===== src/hdl/tkd_pkg.sv =====
`timescale 1ns / 1ps
// ----------------------------------------------------------------------------
// tkd_pkg
// types and constants shared by the terminal key escape decoder
// ----------------------------------------------------------------------------
package tkd_pkg;

   // parser state codes
   typedef enum logic [2:0] {
      MODE_IDLE = 3'd0,
      MODE_ESC  = 3'd1,
      MODE_SS3  = 3'd2,
      MODE_NUM  = 3'd3,
      MODE_MOD  = 3'd4
   } mode_type;

   // received byte codes
   localparam logic [7:0] CHR_ESC    = 8'h1B;
   localparam logic [7:0] CHR_LBRACK = 8'h5B;
   localparam logic [7:0] CHR_SS3    = 8'h4F;
   localparam logic [7:0] CHR_TILDE  = 8'h7E;
   localparam logic [7:0] CHR_SEMI   = 8'h3B;
   localparam logic [7:0] CHR_ZERO   = 8'h30;
   localparam logic [7:0] CHR_NINE   = 8'h39;
   localparam logic [7:0] CHR_A      = 8'h41;
   localparam logic [7:0] CHR_B      = 8'h42;
   localparam logic [7:0] CHR_C      = 8'h43;
   localparam logic [7:0] CHR_D      = 8'h44;
   localparam logic [7:0] CHR_F      = 8'h46;
   localparam logic [7:0] CHR_H      = 8'h48;
   localparam logic [7:0] CHR_P      = 8'h50;
   localparam logic [7:0] CHR_Q      = 8'h51;
   localparam logic [7:0] CHR_R      = 8'h52;
   localparam logic [7:0] CHR_S      = 8'h53;

   // named key indexes
   localparam logic [7:0] KEY_ESC   = 8'd0;
   localparam logic [7:0] KEY_UP    = 8'd1;
   localparam logic [7:0] KEY_DOWN  = 8'd2;
   localparam logic [7:0] KEY_RIGHT = 8'd3;
   localparam logic [7:0] KEY_LEFT  = 8'd4;
   localparam logic [7:0] KEY_HOME  = 8'd5;
   localparam logic [7:0] KEY_END   = 8'd6;
   localparam logic [7:0] KEY_INS   = 8'd7;
   localparam logic [7:0] KEY_DEL   = 8'd8;
   localparam logic [7:0] KEY_PGUP  = 8'd9;
   localparam logic [7:0] KEY_PGDN  = 8'd10;
   localparam logic [7:0] KEY_F1    = 8'd11;
   localparam logic [7:0] KEY_F2    = 8'd12;
   localparam logic [7:0] KEY_F3    = 8'd13;
   localparam logic [7:0] KEY_F4    = 8'd14;
   localparam logic [7:0] KEY_F5    = 8'd15;
   localparam logic [7:0] KEY_F6    = 8'd16;
   localparam logic [7:0] KEY_F7    = 8'd17;
   localparam logic [7:0] KEY_F8    = 8'd18;
   localparam logic [7:0] KEY_F9    = 8'd19;
   localparam logic [7:0] KEY_F10   = 8'd20;
   localparam logic [7:0] KEY_F11   = 8'd21;
   localparam logic [7:0] KEY_F12   = 8'd22;

   // csi modifier value meaning shift
   localparam logic [7:0] MOD_SHIFT = 8'd2;

   // results held in the output buffer
   localparam logic [1:0] RSP_DEPTH = 2'd2;

   // one result item
   typedef struct packed {
      logic       named;
      logic [7:0] code;
      logic       shifted;
      logic       last;
   } rsp_type;

   // results caused by the item in the input register
   typedef struct packed {
      logic [1:0] count;
      rsp_type    first;
      rsp_type    second;
   } parse_out_type;

endpackage


===== src/hdl/tkd_parser.sv =====
`timescale 1ns / 1ps
// ----------------------------------------------------------------------------
// tkd_parser
// escape sequence state machine; while advance is high, decodes one registered item per cycle
// ----------------------------------------------------------------------------
module tkd_parser (
   input  logic                  clock,
   input  logic                  reset,
   input  logic                  advance,    // item consumed this cycle
   input  logic                  item_gap,
   input  logic [7:0]            item_byte,
   output tkd_pkg::parse_out_type parse_out
);
   import tkd_pkg::*;

   mode_type   mode_ff, mode_in;
   logic [7:0] num_ff, num_in;
   logic       have_ff, have_in;
   logic [7:0] mod_ff, mod_in;

   logic       is_digit;
   logic [3:0] digit_val;
   logic       fin_hit;
   logic [7:0] fin_code;
   logic       tilde_hit;
   logic [7:0] tilde_code;

   // acc * 10 + digit, held at 255 once it passes
   function automatic logic [7:0] sat_digit(input logic [7:0] acc, input logic [3:0] d);
      logic [11:0] v;
      v = ({4'd0, acc} * 12'd10) + {8'd0, d};
      return (v > 12'd255) ? 8'd255 : v[7:0];
   endfunction

   function automatic rsp_type mk_rsp(input logic named, input logic [7:0] code,
                                      input logic shifted);
      rsp_type r;
      r.named   = named;
      r.code    = code;
      r.shifted = shifted;
      r.last    = 1'b0;
      return r;
   endfunction

   assign is_digit  = (item_byte >= CHR_ZERO) && (item_byte <= CHR_NINE);
   assign digit_val = item_byte[3:0];

   // number before a tilde final
   always_comb begin
      tilde_hit  = 1'b1;
      tilde_code = KEY_ESC;
      unique case (num_ff)
         8'd2:    tilde_code = KEY_INS;
         8'd3:    tilde_code = KEY_DEL;
         8'd5:    tilde_code = KEY_PGUP;
         8'd6:    tilde_code = KEY_PGDN;
         8'd15:   tilde_code = KEY_F5;
         8'd17:   tilde_code = KEY_F6;
         8'd18:   tilde_code = KEY_F7;
         8'd19:   tilde_code = KEY_F8;
         8'd20:   tilde_code = KEY_F9;
         8'd21:   tilde_code = KEY_F10;
         8'd23:   tilde_code = KEY_F11;
         8'd24:   tilde_code = KEY_F12;
         default: tilde_hit  = 1'b0;
      endcase
   end

   // csi final byte
   always_comb begin
      fin_hit  = 1'b1;
      fin_code = KEY_ESC;
      unique case (item_byte)
         CHR_A:     fin_code = KEY_UP;
         CHR_B:     fin_code = KEY_DOWN;
         CHR_C:     fin_code = KEY_RIGHT;
         CHR_D:     fin_code = KEY_LEFT;
         CHR_H:     fin_code = KEY_HOME;
         CHR_F:     fin_code = KEY_END;
         CHR_P:     fin_code = KEY_F1;
         CHR_Q:     fin_code = KEY_F2;
         CHR_R:     fin_code = KEY_F3;
         CHR_S:     fin_code = KEY_F4;
         CHR_TILDE: begin
            fin_hit  = have_ff && tilde_hit;
            fin_code = tilde_code;
         end
         default:   fin_hit = 1'b0;
      endcase
   end

   always_comb begin
      mode_in = mode_ff;
      num_in  = num_ff;
      have_in = have_ff;
      mod_in  = mod_ff;
      parse_out.count  = 2'd0;
      parse_out.first  = mk_rsp(1'b1, KEY_ESC, 1'b0);
      parse_out.second = mk_rsp(1'b0, item_byte, 1'b0);

      unique case (mode_ff)
         MODE_ESC: begin
            if (item_gap) begin
               mode_in         = MODE_IDLE;
               parse_out.count = 2'd1;
            end else if (item_byte == CHR_LBRACK) begin
               mode_in = MODE_NUM;
               num_in  = 8'd0;
               have_in = 1'b0;
               mod_in  = 8'd0;
            end else if (item_byte == CHR_SS3) begin
               mode_in = MODE_SS3;
            end else if (item_byte == CHR_ESC) begin
               // escape key, then a fresh sequence starts
               mode_in         = MODE_ESC;
               parse_out.count = 2'd1;
            end else begin
               mode_in         = MODE_IDLE;
               parse_out.count = 2'd2;
            end
         end
         MODE_SS3: begin
            mode_in = MODE_IDLE;
            if (!item_gap && item_byte >= CHR_P && item_byte <= CHR_S) begin
               parse_out.count = 2'd1;
               parse_out.first = mk_rsp(1'b1, KEY_F1 + (item_byte - CHR_P), 1'b0);
            end
         end
         MODE_NUM, MODE_MOD: begin
            if (item_gap) begin
               mode_in         = MODE_IDLE;
               parse_out.count = 2'd1;
            end else if (is_digit) begin
               if (mode_ff == MODE_NUM) begin
                  num_in  = sat_digit(num_ff, digit_val);
                  have_in = 1'b1;
               end else begin
                  mod_in = sat_digit(mod_ff, digit_val);
               end
            end else if (item_byte == CHR_SEMI && mode_ff == MODE_NUM) begin
               mod_in  = 8'd0;
               mode_in = MODE_MOD;
            end else begin
               mode_in         = MODE_IDLE;
               parse_out.count = fin_hit ? 2'd1 : 2'd0;
               parse_out.first = mk_rsp(1'b1, fin_code, mod_ff == MOD_SHIFT);
            end
         end
         default: begin
            mode_in = MODE_IDLE;
            if (!item_gap) begin
               if (item_byte == CHR_ESC) begin
                  mode_in = MODE_ESC;
               end else begin
                  parse_out.count = 2'd1;
                  parse_out.first = mk_rsp(1'b0, item_byte, 1'b0);
               end
            end
         end
      endcase

      // mark the final result of the run
      parse_out.first.last  = (parse_out.count == 2'd1);
      parse_out.second.last = 1'b1;
   end

   always_ff @(posedge clock) begin
      if (reset) begin
         mode_ff <= MODE_IDLE;
         num_ff  <= 8'd0;
         have_ff <= 1'b0;
         mod_ff  <= 8'd0;
      end else if (advance) begin
         mode_ff <= mode_in;
         num_ff  <= num_in;
         have_ff <= have_in;
         mod_ff  <= mod_in;
      end
   end

`ifndef SYNTH
   a_two_starts_with_esc: assert property (@(posedge clock) disable iff (reset)
      parse_out.count == 2'd2 |-> parse_out.first.named && parse_out.first.code == KEY_ESC)
      else $error("two results must start with the escape key");
   a_two_only_after_esc: assert property (@(posedge clock) disable iff (reset)
      parse_out.count == 2'd2 |-> mode_ff == MODE_ESC && !item_gap)
      else $error("two results outside the after-escape state");
   a_have_tracks_num: assert property (@(posedge clock) disable iff (reset)
      !have_ff |-> num_ff == 8'd0)
      else $error("parameter value without a digit seen");
`endif
endmodule


===== src/hdl/tkd_rsp_buffer.sv =====
`timescale 1ns / 1ps
// ----------------------------------------------------------------------------
// tkd_rsp_buffer
// two-entry result buffer feeding the result channel
// ----------------------------------------------------------------------------
module tkd_rsp_buffer (
   input  logic             clock,
   input  logic             reset,
   input  logic [1:0]       push_cnt,
   input  tkd_pkg::rsp_type push_first,
   input  tkd_pkg::rsp_type push_second,
   output logic [1:0]       free_cnt,   // slots free after this cycle's pop
   output logic             rsp_tvalid,
   input  logic             rsp_tready,
   output logic [15:0]      rsp_tdata,  // [7:0] key_code, [8] shifted, [15:9] zero
   output logic             rsp_tuser,  // [0] is_named_key
   output logic             rsp_tlast   // last_of_run
);
   import tkd_pkg::*;

   rsp_type    q0_ff, q0_in;
   rsp_type    q1_ff, q1_in;
   logic [1:0] cnt_ff, cnt_in;
   logic [1:0] cnt_rem;
   logic       pop;

   assign pop      = rsp_tvalid && rsp_tready;
   assign cnt_rem  = cnt_ff - {1'b0, pop};
   assign free_cnt = RSP_DEPTH - cnt_rem;

   always_comb begin
      cnt_in = cnt_rem + push_cnt;
      q1_in  = q1_ff;
      if (cnt_rem == 2'd0) begin
         q0_in = push_first;
         q1_in = push_second;
      end else begin
         q0_in = pop ? q1_ff : q0_ff;
         if (cnt_rem == 2'd1) begin
            q1_in = push_first;
         end
      end
   end

   always_ff @(posedge clock) begin
      if (reset) begin
         cnt_ff <= 2'd0;
      end else begin
         cnt_ff <= cnt_in;
      end
   end

   always_ff @(posedge clock) begin
      q0_ff <= q0_in;
      q1_ff <= q1_in;
   end

   assign rsp_tvalid = (cnt_ff != 2'd0);
   assign rsp_tdata  = {7'd0, q0_ff.shifted, q0_ff.code};
   assign rsp_tuser  = q0_ff.named;
   assign rsp_tlast  = q0_ff.last;

`ifndef SYNTH
   a_cnt_range: assert property (@(posedge clock) disable iff (reset)
      cnt_ff <= RSP_DEPTH)
      else $error("result buffer count out of range");
   a_no_overflow: assert property (@(posedge clock) disable iff (reset)
      push_cnt <= free_cnt)
      else $error("result buffer overflow");
   a_pop_drains: assert property (@(posedge clock) disable iff (reset)
      pop && push_cnt == 2'd0 |=> cnt_ff == $past(cnt_ff) - 2'd1)
      else $error("result lost or repeated");
`endif
endmodule


===== src/hdl/terminal_key_escape_decoder_unit.sv =====
`timescale 1ns / 1ps
// ----------------------------------------------------------------------------
// terminal_key_escape_decoder_unit
// turns terminal bytes and gap events into plain bytes and named key codes
// ----------------------------------------------------------------------------
//  channel  dir  group                      payload
//  req      in   req_tvalid/tready/tdata    tdata[7:0] data_byte, tuser is_gap
//  rsp      out  rsp_tvalid/tready/tdata    tdata[7:0] key_code, tdata[8] shifted,
//                                           tuser is_named_key, tlast last_of_run
//
//  one item per cycle while each item gives at most one result and rsp_tready is high;
//  the single result port moves one result per cycle while rsp_tready is high, so an
//  item that gives two results (escape then the following byte) waits in the input
//  register only when the two-entry buffer cannot take both after this cycle's pop
//  results are pushed into the result buffer when their item leaves the input register
//  synchronous reset returns the parser to idle and empties both registers
//  a stalled rsp side fills the buffer, then req_tready drops
// ----------------------------------------------------------------------------
module terminal_key_escape_decoder_unit (
   input  logic        clock,
   input  logic        reset,
   input  logic        req_tvalid,
   output logic        req_tready,
   input  logic [7:0]  req_tdata,   // [7:0] data_byte
   input  logic        req_tuser,   // [0] is_gap
   output logic        rsp_tvalid,
   input  logic        rsp_tready,
   output logic [15:0] rsp_tdata,   // [7:0] key_code, [8] shifted, [15:9] zero
   output logic        rsp_tuser,   // [0] is_named_key
   output logic        rsp_tlast    // last_of_run
);
   import tkd_pkg::*;

   // input register
   logic          in_valid_ff;
   logic          in_gap_ff;
   logic [7:0]    in_byte_ff;

   parse_out_type parse_out;
   logic [1:0]    free_cnt;
   logic          consume;
   logic          req_xfer;

   // the held item goes once all its results fit in the buffer
   assign consume    = in_valid_ff && (parse_out.count <= free_cnt);
   assign req_tready = !in_valid_ff || consume;
   assign req_xfer   = req_tvalid && req_tready;

   always_ff @(posedge clock) begin
      if (reset) begin
         in_valid_ff <= 1'b0;
      end else if (req_tready) begin
         in_valid_ff <= req_tvalid;
      end
   end

   always_ff @(posedge clock) begin
      if (req_xfer) begin
         in_gap_ff  <= req_tuser;
         in_byte_ff <= req_tdata;
      end
   end

   tkd_parser u_parser (
      .clock     (clock),
      .reset     (reset),
      .advance   (consume),
      .item_gap  (in_gap_ff),
      .item_byte (in_byte_ff),
      .parse_out (parse_out)
   );

   tkd_rsp_buffer u_rsp_buffer (
      .clock       (clock),
      .reset       (reset),
      .push_cnt    (consume ? parse_out.count : 2'd0),
      .push_first  (parse_out.first),
      .push_second (parse_out.second),
      .free_cnt    (free_cnt),
      .rsp_tvalid  (rsp_tvalid),
      .rsp_tready  (rsp_tready),
      .rsp_tdata   (rsp_tdata),
      .rsp_tuser   (rsp_tuser),
      .rsp_tlast   (rsp_tlast)
   );

`ifndef SYNTH
   a_empty_after_reset: assert property (@(posedge clock)
      $past(reset) |-> !rsp_tvalid && !in_valid_ff)
      else $error("registers not empty after reset");
   a_stall_holds_item: assert property (@(posedge clock) disable iff (reset)
      in_valid_ff && !consume |=> in_valid_ff && $stable(in_byte_ff) && $stable(in_gap_ff))
      else $error("held item changed before it was consumed");
   a_free_drain: assert property (@(posedge clock) disable iff (reset)
      !in_valid_ff |-> req_tready)
      else $error("empty input register refused a transfer");
`endif
endmodule


===== config.mk =====
export PLATFORM = sky130hd
export DESIGN_NAME = terminal_key_escape_decoder_unit
export DESIGN_NICKNAME = d
export VERILOG_FILES = /design/src/hdl/tkd_pkg.sv /design/src/hdl/tkd_parser.sv /design/src/hdl/tkd_rsp_buffer.sv /design/src/hdl/terminal_key_escape_decoder_unit.sv
export SDC_FILE = /design/constraint.sdc
export NUM_CORES = 1
export LEC_CHECK = 0
export ABC_AREA = 1
export BUFFER_PORTS_ARGS = -buffer_cell sky130_fd_sc_hd__clkbuf_2
export CAP_MARGIN = 20
export CORE_UTILIZATION = 45
export DETAILED_ROUTE_END_ITERATION = 8
export PLACE_DENSITY_LB_ADDON = 0.08
export SLEW_MARGIN = 5
export SYNTH_ARGS = -nofsm -noshare
export SYNTH_HDL_FRONTEND = slang
export SYNTH_SLANG_ARGS = --single-unit

===== constraint.sdc =====
create_clock -name clock -period 3.35 [get_ports clock]
set_input_delay 0.67 -clock clock [delete_from_list [all_inputs] [get_ports clock]]
set_output_delay 0.67 -clock clock [all_outputs]
set_load 0.01 [all_outputs]

* Word-level counts from Yosys, hierarchy flattened *
Index checks and enable logic that the tools add are counted.

cells by class
  $add $sub $neg = 7
  $mul = 2
  magnitude comparators = 7
  equality and inequality tests = 42
  multiplexer cells = 51
  reductions and logical operators = 22

operator list
  operator                                                                count
  8-bit by 7-bit == test with 1-bit output (second input constant)        13
  8-bit two-way mux                                                       11
  8-bit by 5-bit == test with 1-bit output (second input constant)        8
  5-bit one-hot mux with 12 select lines                                  1
  5-bit one-hot mux with 11 select lines                                  1
  13-bit two-way mux                                                      3
  11-bit two-way mux                                                      3
  11-bit one-hot mux with 3 select lines                                  1
  8-bit one-hot mux with 2 select lines                                   2
  12-bit by 4-bit adder with 12-bit output                                2
  8-bit by 2-bit == test with 1-bit output (second input constant)        3
  12-bit by 8-bit > comparator with 1-bit output (second input constant)  2
  12-bit two-way mux                                                      2
  8-bit by 3-bit multiplier with 11-bit output (second input constant)    2
  10-bit two-way mux                                                      2
  3-bit two-way mux                                                       6
  8-bit by 3-bit == test with 1-bit output (second input constant)        2
  7-bit AND reduction                                                     2
  2-bit two-way mux                                                       6
  12-bit OR reduction                                                     1
  10-bit OR reduction                                                     1
  1-bit two-way mux                                                       9
  3-bit one-hot mux with 3 select lines                                   1
  4-bit by 8-bit adder with 8-bit output (first input constant)           1
  28 further kinds                                                        46

storage, ports and cells
  register bits after elaboration = 54
  output and inout port bits = 20
  logic and storage cells = 147

* Logic depth before layout (Yosys ltp) *
Gate-level depths: netlist of run 1.

  depth in word-level cells = 14
  mapped depth = 24
  mapped depth without buffers = 24

* Modules after synthesis *
From an unflattened synthesis of run 1, not the netlist that was laid out.

second synthesis, totals
  cells, all modules = 610
  area total of the unflattened synthesis = 4560.6 um^2

by module, submodules not included
  module                            times used  cells each  area an instance (um^2)
  tkd_parser                        1           451         2994.1
  tkd_rsp_buffer                    1           129         1169.9
  terminal_key_escape_decoder_unit  1           30          396.6

* Least setup slack after synthesis of run 1 *
Ideal clock, no wire load.

  kind = input to register
  start = input port rsp_tready
  end = register u_parser.mod_ff[1]
  data arrival time = 2780 ps
  required time = 3218 ps
  slack = 438 ps
  stages on the path = 16
  buffers on the path = 1
  path through = nand2_1 > inv_1 > ha_1 > xnor2_1 > ha_1 > ha_1 > inv_1 > o21bai_1 > nand2_1 > nand2_1 > a21oi_2 > nand4_2 > or2_1 > buf_6 > nand2_1 > a21oi_1

on the way
  word-level cells in the longest chain between the ends = 6

RTL lines
  element                                      RTL line                                text
  start: declaration                           terminal_key_escape_decoder_unit.sv:27  input logic rsp_tready,
  1-bit logical AND                            tkd_rsp_buffer.sv:27                    assign pop = rsp_tvalid && rsp_tready;
  2-bit by 1-bit subtractor with 2-bit output  tkd_rsp_buffer.sv:28                    assign cnt_rem = cnt_ff - {1'b0, pop};
  2-bit subtractor                             tkd_rsp_buffer.sv:29                    assign free_cnt = RSP_DEPTH - cnt_rem;
  2-bit <= comparator                          terminal_key_escape_decoder_unit.sv:45  assign consume = in_valid_ff && (parse_out.count <= free_cnt);
  1-bit logical AND                            terminal_key_escape_decoder_unit.sv:45
  7-bit AND reduction (no source line)         -
  end signal: assignment                       tkd_parser.sv:177                       mod_ff <= mod_in;
  end: declaration                             tkd_parser.sv:19                        logic [7:0] mod_ff, mod_in;

No other way between the ends.
A chain may end at the register's enable or synchronous reset.

* Final worst setup path of run 1 *
  start = register in_byte_ff[1]
  end = output port req_tready

on the way
  word-level cells in the longest chain between the ends = 11

RTL lines
  element                                   RTL line                                text
  start: declaration                        terminal_key_escape_decoder_unit.sv:37  logic [7:0] in_byte_ff;
  start signal: assignment                  terminal_key_escape_decoder_unit.sv:60  in_byte_ff <= req_tdata;
  8-bit by 7-bit == test with 1-bit output  tkd_parser.sv:73                        unique case (item_byte)
  10-bit OR reduction (no source line)      -
  1-bit one-hot mux with 2 select lines     tkd_parser.sv:73
  1-bit two-way mux                         tkd_parser.sv:145                       parse_out.count = fin_hit ? 2'd1 : 2'd0;
  13-bit two-way mux                        tkd_parser.sv:140                       end else if (item_byte == CHR_SEMI && mode_ff == MODE_NUM) begin
  13-bit two-way mux                        tkd_parser.sv:133                       end else if (is_digit) begin
  2-bit two-way mux                         tkd_parser.sv:130                       if (item_gap) begin
  2-bit one-hot mux with 3 select lines *   tkd_parser.sv:101                       unique case (mode_ff)
  2-bit <= comparator *                     terminal_key_escape_decoder_unit.sv:45
  1-bit logical AND *                       terminal_key_escape_decoder_unit.sv:45
  1-bit logical OR *                        terminal_key_escape_decoder_unit.sv:46  assign req_tready = !in_valid_ff || consume;
  end: declaration                          terminal_key_escape_decoder_unit.sv:23  output logic req_tready,

Mark *: on every way between the ends. The rest lies on a longest branch, timed or not.

==> run_results.csv, run 1 <==
group,metric,value,unit
hold_path,hp-class,"reg -> reg",
worst_setup_path,start_kind,"flip-flop",
worst_setup_path,cp-startpoint,"in_byte_ff[1]$_DFFE_PP_",
pwr,power_density,579,nW/um2
timing,fin_crit_sh,98.1,%
timing,timing.final.ws_setup,0.0623,ns
hold_path,hold_depth,2,
worst_setup_path,worstReg2RegStart,"in_byte_ff[1]$_DFFE_PP_",
die,coreArea,9280,um2
pwr,clockPowerShare,15.0,%
timing,setup_violations,0,
worst_setup_path,ff2ff_path_depth,19,
placement,port_buffers,25,
route,final_antenna_net_count,0,
route,dr.pass1.iters,6,
cells_and_area,fin_util,53.5,%
timing,slew_violations,0,
yosys,syn_inst,601,
cells_and_area,area_delta_synth_final,14.5,%
timing,holdWs,0.475,ns
timing,fin_setup_tns,0,ns
route,drc_errors,0,
yosys,ys_seq_area_share,31.4,%
timing,hold_viol,0,
timing,fin_skew,0.0100,ns
clock_network,clock_latency,0.31,ns
timing,fin_crit,3.29,ns
cells_and_area,multi_input_area,2710,um2
placement,gp_congestion,0.886,
clock_network,cts_buffer_depth,2,
placement,dp_cells,753,
yosys,synthArstFlopShare,0,%
yosys,yosys_warnings,0,
global_route,grt_util_met2,33.6,%
pwr,p_int,0.00168,W
timing,worstMarginPinSlew,0.515,ns
global_route,grt_pass1_vias,3629,
yosys,syn_area,4340,um2
route,vias,3905,
yosys,avgSynthCellArea,7.22,um2
global_route,grt_pass1_wl,16400,um
worst_setup_path,rrSetupSlack,0.19,ns
die,row_count,35,
route,totalWireLength,9910,um
die,start_util,46.7,%
die,die_h,100,um
yosys,synth_edf_count,28,
global_route,grt-busiest-layer,"met2",
die,fp.dieArea,10000,um2
pwr,p_leak,2.44,nW
cells_and_area,seq_area,1360,um2
clock_network,htree_num_levels,2,
pwr,p_comb_share,48.1,%
placement,dp_worst_setup_slack,0.141,ns
global_route,grt_util_met3,2.51,%
cells_and_area,n_antenna_cell,0,
cells_and_area,fillers,906,
yosys,ys_ff_latch,54,
yosys,ys_types,47,
cells_and_area,drive_gt1_share,17.0,%
worst_setup_path,crit_type,"reg -> out",
route,drt_iter0_markers,130,
clock_network,cts_sinks,54,
hold_path,min_from,"u_parser.have_ff$_SDFFE_PP0P_",
pwr,swShare,41.4,%
global_route,antenna_found_initial,0,
clock_network,cts_tree,"done",
die,io-pin-count,33,
pwr,p_seq_share,36.9,%
outcome,status,"completed",
global_route,grt_usage,20.2,%
route,wl_per_cell,12.8,um
die,die_x,100,um
pwr,ir_drop,0.000402,V
flow_run,max_cap_viol_count,0,
placement,dpl.hpwl,7650,um
worst_setup_path,end_kind,"primary output",
worst_setup_path,r2r-end,"u_parser.mod_ff[3]$_SDFFE_PP0P_",
clock_network,root_buffer,"clkbuf_8",
pwr,p_switching,0.00119,W
timing,clock.fmax,304,MHz
worst_setup_path,worstPathArrival,2.62,ns
global_route,grt_use_met1,27.4,%
clock_network,numCtsBuffers,5,
timing,slew_headroom,65.4,%
global_route,grt_max_degree,21,
clock_network,cts.clk_slew.worst_paths,0.09,ns
hold_path,holdPathEnd,"u_parser.have_ff$_SDFFE_PP0P_",
worst_setup_path,critPathRequiredTime,2.68,ns
route,via_per_inst,5.04,
yosys,ys.flop_type,"edfxtp_1",
worst_setup_path,path_max_fanout,5,
global_route,grt_overflow_total,0,
cells_and_area,finalNonFillerCells,775,
cells_and_area,nets,703,
[layer usage]
metal  vias to the layer above  wire length, um
li1                       2043                -
met1                      1729             4740
met2                       107             4500
met3                        26              400
met4                         0              264
met5                         -                0
[cell type report]
| cell class | instances | area share [%] |
|---|---|---|
| clock buffer | 6 | 1.46 |
| multi-input combinational | 453 | 54.7 |
| inverter | 85 | 6.53 |
| sequential | 54 | 27.4 |
| timing repair buffer | 46 | 5.97 |
| clock inverter | 2 | 0.680 |
| tap | 129 | 3.25 |
[power groups by stage]
stage / Sequential [W] / Combinational, W / Clock, W
after floorplan: 0.00109 / 0.000841 / 0
after global placement: 0.00107 / 0.00120 / 0
after detailed placement: 0.00107 / 0.00119 / 0
after CTS: 0.00106 / 0.00121 / 0.000431
after global routing: 0.00108 / 0.00157 / 0.000455
final: 0.00106 / 0.00138 / 0.000430
[flip-flops by register name, summed over array words and instances, names as in the netlist]
| name | flops |
|---|---|
| in_byte_ff | 8 |
| u_rsp_buffer.rsp_tuser | 1 |
| u_parser.have_ff | 1 |
| u_rsp_buffer.cnt_ff | 2 |
| u_parser.mode_ff | 3 |
| u_rsp_buffer.q1_ff | 11 |
| in_valid_ff | 1 |
| in_gap_ff | 1 |
| u_rsp_buffer.rsp_tlast | 1 |
| u_rsp_buffer.rsp_tdata | 9 |
| u_parser.num_ff | 8 |
| u_parser.mod_ff | 8 |
[placed cells by master, fill, tap and decap left out, drive strengths merged, types with 2 or more instances in the layout]
cell type / instances
nand3: 36
nand2: 176
conb: 7
clkbuf: 30
buf: 22
xnor2: 7
nand3b: 3
or2: 3
ha: 41
edfxtp: 28
clkinv: 2
nor4: 3
xor2: 9
nor2: 57
o211ai: 2
o22ai: 5
o21ai: 25
nand4: 21
nor3: 11
dfxtp: 26
fa: 4
a31oi: 3
inv: 84
a21oi: 33
[how the worst max path moves through the flow]
stage	cells past startpoint	slack (ns)	endpoint
2_1_floorplan	16	0.44	u_parser.mod_ff[1]$_SDFFE_PP0P_
3_3_place_gp	20	0.22	u_parser.mod_ff[1]$_SDFFE_PP0P_
3_5_place_dp	20	0.14	u_parser.mod_ff[6]$_SDFFE_PP0P_
4_1_cts	14	0.04	req_tready
5_1_grt	15	-0.06	req_tready
6_report	15	0.06	req_tready
[what timing repair did]
item	4_1_cts	5_1_grt
hold endpoints to repair	0	0
hold buffers	0	0
gates cloned	0	0
setup endpoints to repair	1	10
resized for setup	1	38
pin swaps	0	14
buffers inserted	3	11
[synthesized netlist by cell type, types with 2 or more instances]
cell / instances / area [um2]
clkbuf_1: 6 / 22.5
buf_6: 2 / 22.5
ha_1: 41 / 513
nor3_1: 9 / 45.0
nor2_1: 47 / 176
o22ai_1: 5 / 31.3
dfxtp_1: 26 / 521
nand2_1: 171 / 642
o211ai_1: 2 / 15.0
nor2_2: 7 / 43.8
xnor2_1: 7 / 61.3
nand4_1: 20 / 125
nor2_4: 2 / 22.5
or2_2: 2 / 12.5
nand2_2: 4 / 25.0
inv_2: 6 / 22.5
a21oi_2: 3 / 26.3
o21ai_0: 22 / 110
a21oi_1: 30 / 150
fa_1: 4 / 80.1
buf_4: 7 / 52.6
xor2_1: 9 / 78.8
nand3b_1: 3 / 22.5
nor4_1: 3 / 18.8
a31oi_1: 3 / 18.8
inv_1: 77 / 289
edfxtp_1: 28 / 841
nand3_1: 35 / 175
o21ai_1: 2 / 10.0
[kinds of logic (layout without fill, tap and decap cells)]
group,Yosys count,count (layout),synth area share (%)
AOI/OAI and AO/OA,73,73,9.49
xor gates and xnor gates,16,16,3.23
adders and majority gates,45,45,13.7
buffers and inverters,100,139,9.67
DFF,54,54,31.4
other,1,7,0.0865
and+or+nand+nor,312,312,32.5
[through the flow]
step                power, W  instance area, um2
floorplan            0.00193                4360
global placement     0.00227                4600
detailed placement   0.00227                4600
CTS                  0.00270                4730
global route         0.00310                4960
finish               0.00287                4960
[critical path, stage by stage, from the launching register on]
cell	delay (ns)
edfxtp_1	0.51
buf_6	0.18
ha_4	0.15
inv_1	0.06
nor2_2	0.05
o21ai_2	0.16
nand2_1	0.12
nor3_2	0.17
nand2_1	0.09
nand2_2	0.08
nand3_2	0.10
inv_2	0.07
ha_2	0.28
nand2_4	0.07
nand3_4	0.08
buf_6	0.13
(Power assumes the default switching activity.)
==> run 2: changes to the inputs <==
--- a/config.mk
+++ b/config.mk
@@ -8,10 +8,13 @@
 export ABC_AREA = 1
 export BUFFER_PORTS_ARGS = -buffer_cell sky130_fd_sc_hd__clkbuf_2
 export CAP_MARGIN = 20
-export CORE_UTILIZATION = 45
+export CELL_PAD_IN_SITES_DETAIL_PLACEMENT = 1
+export CELL_PAD_IN_SITES_GLOBAL_PLACEMENT = 2
+export CORE_UTILIZATION = 36
 export DETAILED_ROUTE_END_ITERATION = 8
 export PLACE_DENSITY_LB_ADDON = 0.08
 export SLEW_MARGIN = 5
 export SYNTH_ARGS = -nofsm -noshare
 export SYNTH_HDL_FRONTEND = slang
+export SYNTH_HIERARCHICAL = 1
 export SYNTH_SLANG_ARGS = --single-unit
==> run 2 against run 1 <==
Clock skew about the same; setup slack gained 0.0051 ns; critical path depth increased by 4; count of clock-buffer cells in the layout grew 1.
==> run_results.csv, run 2 <==
group,metric,value,unit
outcome,status,"completed",
cells_and_area,layout_common_cells,"nand2_1 (185), inv_1 (65), buf_4 (41), nand3_1 (41), nor2_1 (34)",
timing,hold_viol,0,
flow_run,max_cap_viol_count,0,
die,start_util,37.5,%
route,final_antenna_net_count,0,
global_route,grt_pass1_vias,4088,
timing,clock.fmax,305,MHz
yosys,ys_ff_latch,54,
route,drt_iter0_markers,154,
global_route,grt_max_degree,25,
die,coreArea,12200,um2
clock_network,cts_buffer_depth,2,
timing,holdWs,0.499,ns
pwr,power_density,627,nW/um2
placement,dp_cells,800,
clock_network,cts_sinks,54,
worst_setup_path,path_cells,"inv_2, ha_4, buf_4, nor3_4, nor2_2, nand2_2, nand2_4, inv_2, nand2_4, inv_2, nand2_2, nand3_2, inv_2, ha_4, inv_1, nand2_2, nand2_2, nand3_4, buf_6",
timing,slew_violations,0,
die,io-pin-count,33,
global_route,grt_usage,19.4,%
pwr,p_total,0.00337,W
yosys,yosysMostFrequentCell,"nand2_1",
clock_network,htree_num_levels,2,
route,wl_per_cell,14.6,um
worst_setup_path,start_kind,"flip-flop",
timing,fin_crit,3.28,ns
route,totalWireLength,12200,um
worst_setup_path,worstPathArrival,2.61,ns
route,drc_errors,0,
hold_path,hp-class,"reg -> reg",
route,vias,4134,
clock_network,cts_tree,"done",
worst_setup_path,path_max_fanout,5,
yosys,ys_seq_area_share,30.5,%
global_route,grt_pass1_wl,19900,um
clock_network,clock_latency,0.31,ns
timing,fin_skew,0.00963,ns
yosys,ys_types,47,
yosys,synth_top_area_share,20.4,%
timing,worstMarginPinSlew,0.662,ns
cells_and_area,final_common_cell,"nand2_1",
yosys,synth_edf_count,31,
cells_and_area,area_delta_synth_final,18.0,%
yosys,ys.flop_type,"edfxtp_1",
cells_and_area,largest-register,"u_rsp_buffer/q1_ff",
cells_and_area,seq_area,1400,um2
worst_setup_path,rrSetupSlack,0.22,ns
yosys,syn_area,4560,um2
cells_and_area,drive_gt1_share,24.1,%
timing,setup_violations,0,
clock_network,root_buffer,"clkbuf_16",
yosys,synth.largest_area_cell,"edfxtp_1",
worst_setup_path,cpMaxStageDelayCell,"edfxtp_1",
cells_and_area,n_antenna_cell,0,
cells_and_area,multi_input_area,2860,um2
timing,slew_headroom,55.8,%
clock_network,cts.clk_slew.worst_paths,0.07,ns
clock_network,numCtsBuffers,5,
route,dr.pass1.iters,4,
global_route,grt_overflow_total,0,
placement,dpl.hpwl,9680,um
pwr,p_leak,2.65,nW
pwr,ir_drop,0.000510,V
yosys,syn_inst,610,
global_route,antenna_found_initial,0,
worst_setup_path,end_kind,"primary output",
worst_setup_path,crit_type,"reg -> out",
yosys,avgSynthCellArea,7.48,um2
route,via_per_inst,4.94,
placement,gp_congestion,0.835,
cells_and_area,largest_register_ffs,11,
worst_setup_path,critPathRequiredTime,2.68,ns
die,row_count,40,
die,fp.dieArea,13100,um2
die,die_x,115,um
cells_and_area,nets,723,
yosys,synthArstFlopShare,0,%
cells_and_area,finalNonFillerCells,836,
yosys,synth.cells.most_frequent,"nand2_1 (192), inv_1 (71), nand3_1 (43)",
yosys,synth_top_cells_by_area,"edfxtp_1 (20%), nand2_1 (16%), ha_1 (11%)",
yosys,yosys_warnings,6,
timing,fin_crit_sh,98.0,%
worst_setup_path,slowest_delay,0.53,ns
cells_and_area,fillers,1549,
die,die_h,115,um
placement,port_buffers,25,
-- run 2: cell types whose count changed after synthesis, sizes merged, moves of 7 or more --
| cell | previous run | this run |
|---|---|---|
| nand2 | 176 | 201 |
| inv | 84 | 77 |
| buf | 9 | 24 |
| nand4 | 21 | 14 |
| nor2 | 57 | 47 |
| nand3 | 36 | 47 |
-- run 2: per-stage QoR --
stage                     util, %  area, um2  setup WS, ns  setup TNS (ns)
after floorplan                 -       4590         0.567               0
after global placement       39.8       4840        0.0412               0
after detailed placement     39.8       4840      0.000210               0
after CTS                    41.4       5040        0.0122               0
after global routing         44.2       5380       -0.0587          -0.366
final                        44.2       5380        0.0674               0
-- run 2: path summary, 6_finish.rpt --
| path | cells past startpoint | from | to |
|---|---|---|---|
| worst max register to register | 26 | in_byte_ff[1]$_DFFE_PP_ | u_parser/num_ff[5]$_SDFFE_PP0P_ |
| worst max-delay path | 19 | in_byte_ff[1]$_DFFE_PP_ | req_tready |
| worst min-delay path | 2 | u_parser/have_ff$_SDFFE_PP0P_ | u_parser/have_ff$_SDFFE_PP0P_ |
| worst min register to register | 2 | u_parser/have_ff$_SDFFE_PP0P_ | u_parser/have_ff$_SDFFE_PP0P_ |
-- run 2: logic make-up (layout without fill, tap and decap cells) --
logic type | Yosys count | after routing | synth area share, %
flip-flops | 54 | 54 | 30.5
AO/OA/AOI/OAI | 63 | 63 | 8.97
AND/OR/NAND/NOR | 334 | 335 | 35.2
XOR/XNOR | 11 | 11 | 2.11
buffers and inverters | 102 | 152 | 10.5
other | 3 | 10 | 0.247
adder cells (fa/ha/maj) | 43 | 43 | 12.5
-- run 2: area by class of cell --
cell class,count,share of cell area (%)
flip-flops and latches,54,25.9
clock inverters,1,0.558
well taps,168,3.91
clock buffers,7,2.65
repair buffers,67,8.37
inverters,77,5.42
multi-input cells,462,53.2
-- run 2: critical path: cells and delay by family (launching register included) --
family,cells,cell delay (ns)
simple gates,10,0.83
buf+inv,7,0.60
flops,1,0.53
fa+ha+maj,2,0.34
-- run 2: metal layers --
metal,wire length [um],up-vias,track usage (%)
met4,179,0,4.76
met3,352,11,3.65
li1,-,2086,-
met1,5610,1977,24.2
met2,6100,60,34.3
met5,0,-,0
-- run 2: where the power goes --
part	switching (W)	total, W	internal [W]
sequential	0.0000790	0.00112	0.00104
combinational	0.00109	0.00163	0.000546
clock	0.000246	0.000620	0.000374
-- run 2: timing repair --
action | CTS | global route
pin swaps | 1 | 22
hold endpoints to repair | 0 | 0
endpoints found under the setup margin | 5 | 19
setup buffers | 2 | 25
cloned | 0 | 1
gates resized for setup | 3 | 42
hold buffers | 0 | 0
==> run 3: changes to the inputs <==
--- a/config.mk
+++ b/config.mk
@@ -13,6 +13,7 @@
 export CORE_UTILIZATION = 36
 export DETAILED_ROUTE_END_ITERATION = 8
 export PLACE_DENSITY_LB_ADDON = 0.08
+export RECOVER_POWER = 50
 export SLEW_MARGIN = 5
 export SYNTH_ARGS = -nofsm -noshare
 export SYNTH_HDL_FRONTEND = slang
==> run 3 against run 2 <==
Core utilization down 0.17 points; sequential cell count did not move; register-to-register slack about the same; clock power barely moved; critical path type unchanged; critical endpoint unchanged; via count fell by 0.15%; count of clock-buffer cells in the layout unchanged; hold slack is essentially flat.
==> run_results.csv, run 3 (synthesis gave the netlist of run 2 again) <==
group,metric,value,unit
cells_and_area,largest-register,"u_rsp_buffer/q1_ff",
timing,slew_headroom,36.2,%
hold_path,hp-class,"reg -> reg",
flow_run,max_cap_viol_count,0,
outcome,status,"completed",
placement,dp_worst_setup_slack,0.000210,ns
clock_network,cts_sinks,54,
pwr,power_density,624,nW/um2
worst_setup_path,cp-startpoint,"in_byte_ff[1]$_DFFE_PP_",
die,die_x,115,um
placement,gp_congestion,0.835,
global_route,grt_usage,19.4,%
cells_and_area,finalInstanceArea,5360,um2
die,die_h,115,um
die,row_count,40,
timing,fin_setup_tns,0,ns
worst_setup_path,r2r-end,"u_parser/num_ff[5]$_SDFFE_PP0P_",
route,drc_errors,0,
die,io-pin-count,33,
worst_setup_path,ff2ff_path_depth,26,
clock_network,numCtsBuffers,5,
clock_network,cts_tree,"done",
die,start_util,37.5,%
pwr,p_leak,2.60,nW
cells_and_area,drive_gt1_share,21.7,%
placement,place_area,4840,um2
cells_and_area,largest_register_ffs,11,
worst_setup_path,critPathRequiredTime,2.68,ns
hold_path,hold_depth,2,
worst_setup_path,path_max_fanout,5,
placement,port_buffers,25,
global_route,grt_max_degree,25,
worst_setup_path,worstReg2RegStart,"in_byte_ff[1]$_DFFE_PP_",
placement,dpl.hpwl,9680,um
route,drt_iter0_markers,153,
global_route,grt_pass1_vias,4088,
worst_setup_path,worstPathArrival,2.62,ns
cells_and_area,final_common_cell,"nand2_1",
clock_network,clock_latency,0.31,ns
worst_setup_path,start_kind,"flip-flop",
timing,clock.fmax,304,MHz
route,final_antenna_net_count,0,
timing,holdWs,0.499,ns
timing,fin_skew,0.00957,ns
timing,worstMarginPinSlew,0.957,ns
route,dr.pass1.iters,4,
worst_setup_path,crit_type,"reg -> out",
die,coreArea,12200,um2
route,vias,4128,
clock_network,htree_num_levels,2,
timing,hold_viol,0,
global_route,antenna_found_initial,0,
worst_setup_path,rrSetupSlack,0.22,ns
worst_setup_path,crit_end,"req_tready",
pwr,ir_drop,0.000490,V
route,via_per_inst,4.94,
clock_network,cts.clk_slew.worst_paths,0.07,ns
clock_network,cts_buffer_depth,2,
global_route,grt_pass1_wl,19900,um
clock_network,root_buffer,"clkbuf_16",
timing,fin_crit,3.29,ns
cells_and_area,area_delta_synth_final,17.5,%
route,totalWireLength,12300,um
die,fp.dieArea,13100,um2
route,wl_per_cell,14.7,um
timing,setup_violations,0,
cells_and_area,nets,723,
timing,fin_crit_sh,98.1,%
cells_and_area,n_antenna_cell,0,
timing,timing.final.ws_setup,0.0621,ns
cells_and_area,layout_common_cells,"nand2_1 (185), inv_1 (66), nand3_1 (41), buf_4 (40), nor2_1 (34)",
global_route,grt_overflow_total,0,
worst_setup_path,end_kind,"primary output",
timing,slew_violations,0,
run 3: cell count changes in the layout (fill, tap and decap cells not counted), sizes merged:
cell / delta
buf: -1
clkbuf: +1
run 3: critical path, cell delays in order, from the launching register on:
cell      delay (ns)
edfxtp_1        0.53
inv_2           0.12
ha_4            0.19
buf_4           0.13
nor3_4          0.20
nor2_2          0.08
nand2_2         0.10
nand2_4         0.06
inv_2           0.06
nand2_4         0.05
inv_2           0.06
nand2_2         0.05
nand3_2         0.06
inv_2           0.05
ha_4            0.15
inv_1           0.06
nand2_2         0.05
nand2_2         0.10
nand3_4         0.08
buf_6           0.12
run 3: what timing repair did:
action	4_1_cts	5_1_grt
hold buffers	0	0
setup buffers	2	25
resized for setup	3	42
pin swaps	1	22
setup endpoints to repair	5	19
gates cloned	0	1
run 3: stage by stage:
step	util, %	std cells	power (W)
finish	44.1	836	0.00335
global route	44.1	836	0.00363
CTS	41.4	810	0.00323
detailed placement	39.8	800	0.00259
global placement	39.8	800	0.00254
floorplan	-	617	0.00225
run 3: how the worst min path moves through the flow:
stage	from	to	slack (ns)
detailed placement	u_parser/have_ff$_SDFFE_PP0P_	u_parser/have_ff$_SDFFE_PP0P_	0.49
floorplan	u_parser/have_ff$_SDFFE_PP0P_	u_parser/have_ff$_SDFFE_PP0P_	0.45
finish	u_parser/have_ff$_SDFFE_PP0P_	u_parser/have_ff$_SDFFE_PP0P_	0.50
global route	req_tdata[2]	in_byte_ff[2]$_DFFE_PP_	0.52
CTS	u_parser/have_ff$_SDFFE_PP0P_	u_parser/have_ff$_SDFFE_PP0P_	0.51
global placement	u_parser/have_ff$_SDFFE_PP0P_	u_parser/have_ff$_SDFFE_PP0P_	0.49
run 3: final cells by class:
class	count	area, um2
Clock buffer	7	143
Clock inverter	1	30.0
Fill cell	1552	6800
Inverter	77	292
Multi-Input combinational cell	462	2860
Sequential cell	54	1400
Tap cell	168	210
Timing Repair Buffer	67	429
run 3: layer usage:
metal / vias to the layer above / part of all wire (%) / routed length (um) / track usage (%)
met2: 52 / 50 / 6080 / 34.3
li1: 2084 / - / - / -
met5: - / 0 / 0 / 0
met3: 11 / 2.5 / 306 / 3.65
met1: 1981 / 46 / 5700 / 24.2
met4: 0 / 1.5 / 180 / 4.76
run 3: power breakdown:
part	leakage, nW	switching (W)	internal (W)	total, W
logic	2.02	0.00109	0.000518	0.00161
registers	0.505	0.0000782	0.00104	0.00112
clock network	0.0841	0.000248	0.000374	0.000622
total	2.60	0.00141	0.00193	0.00335
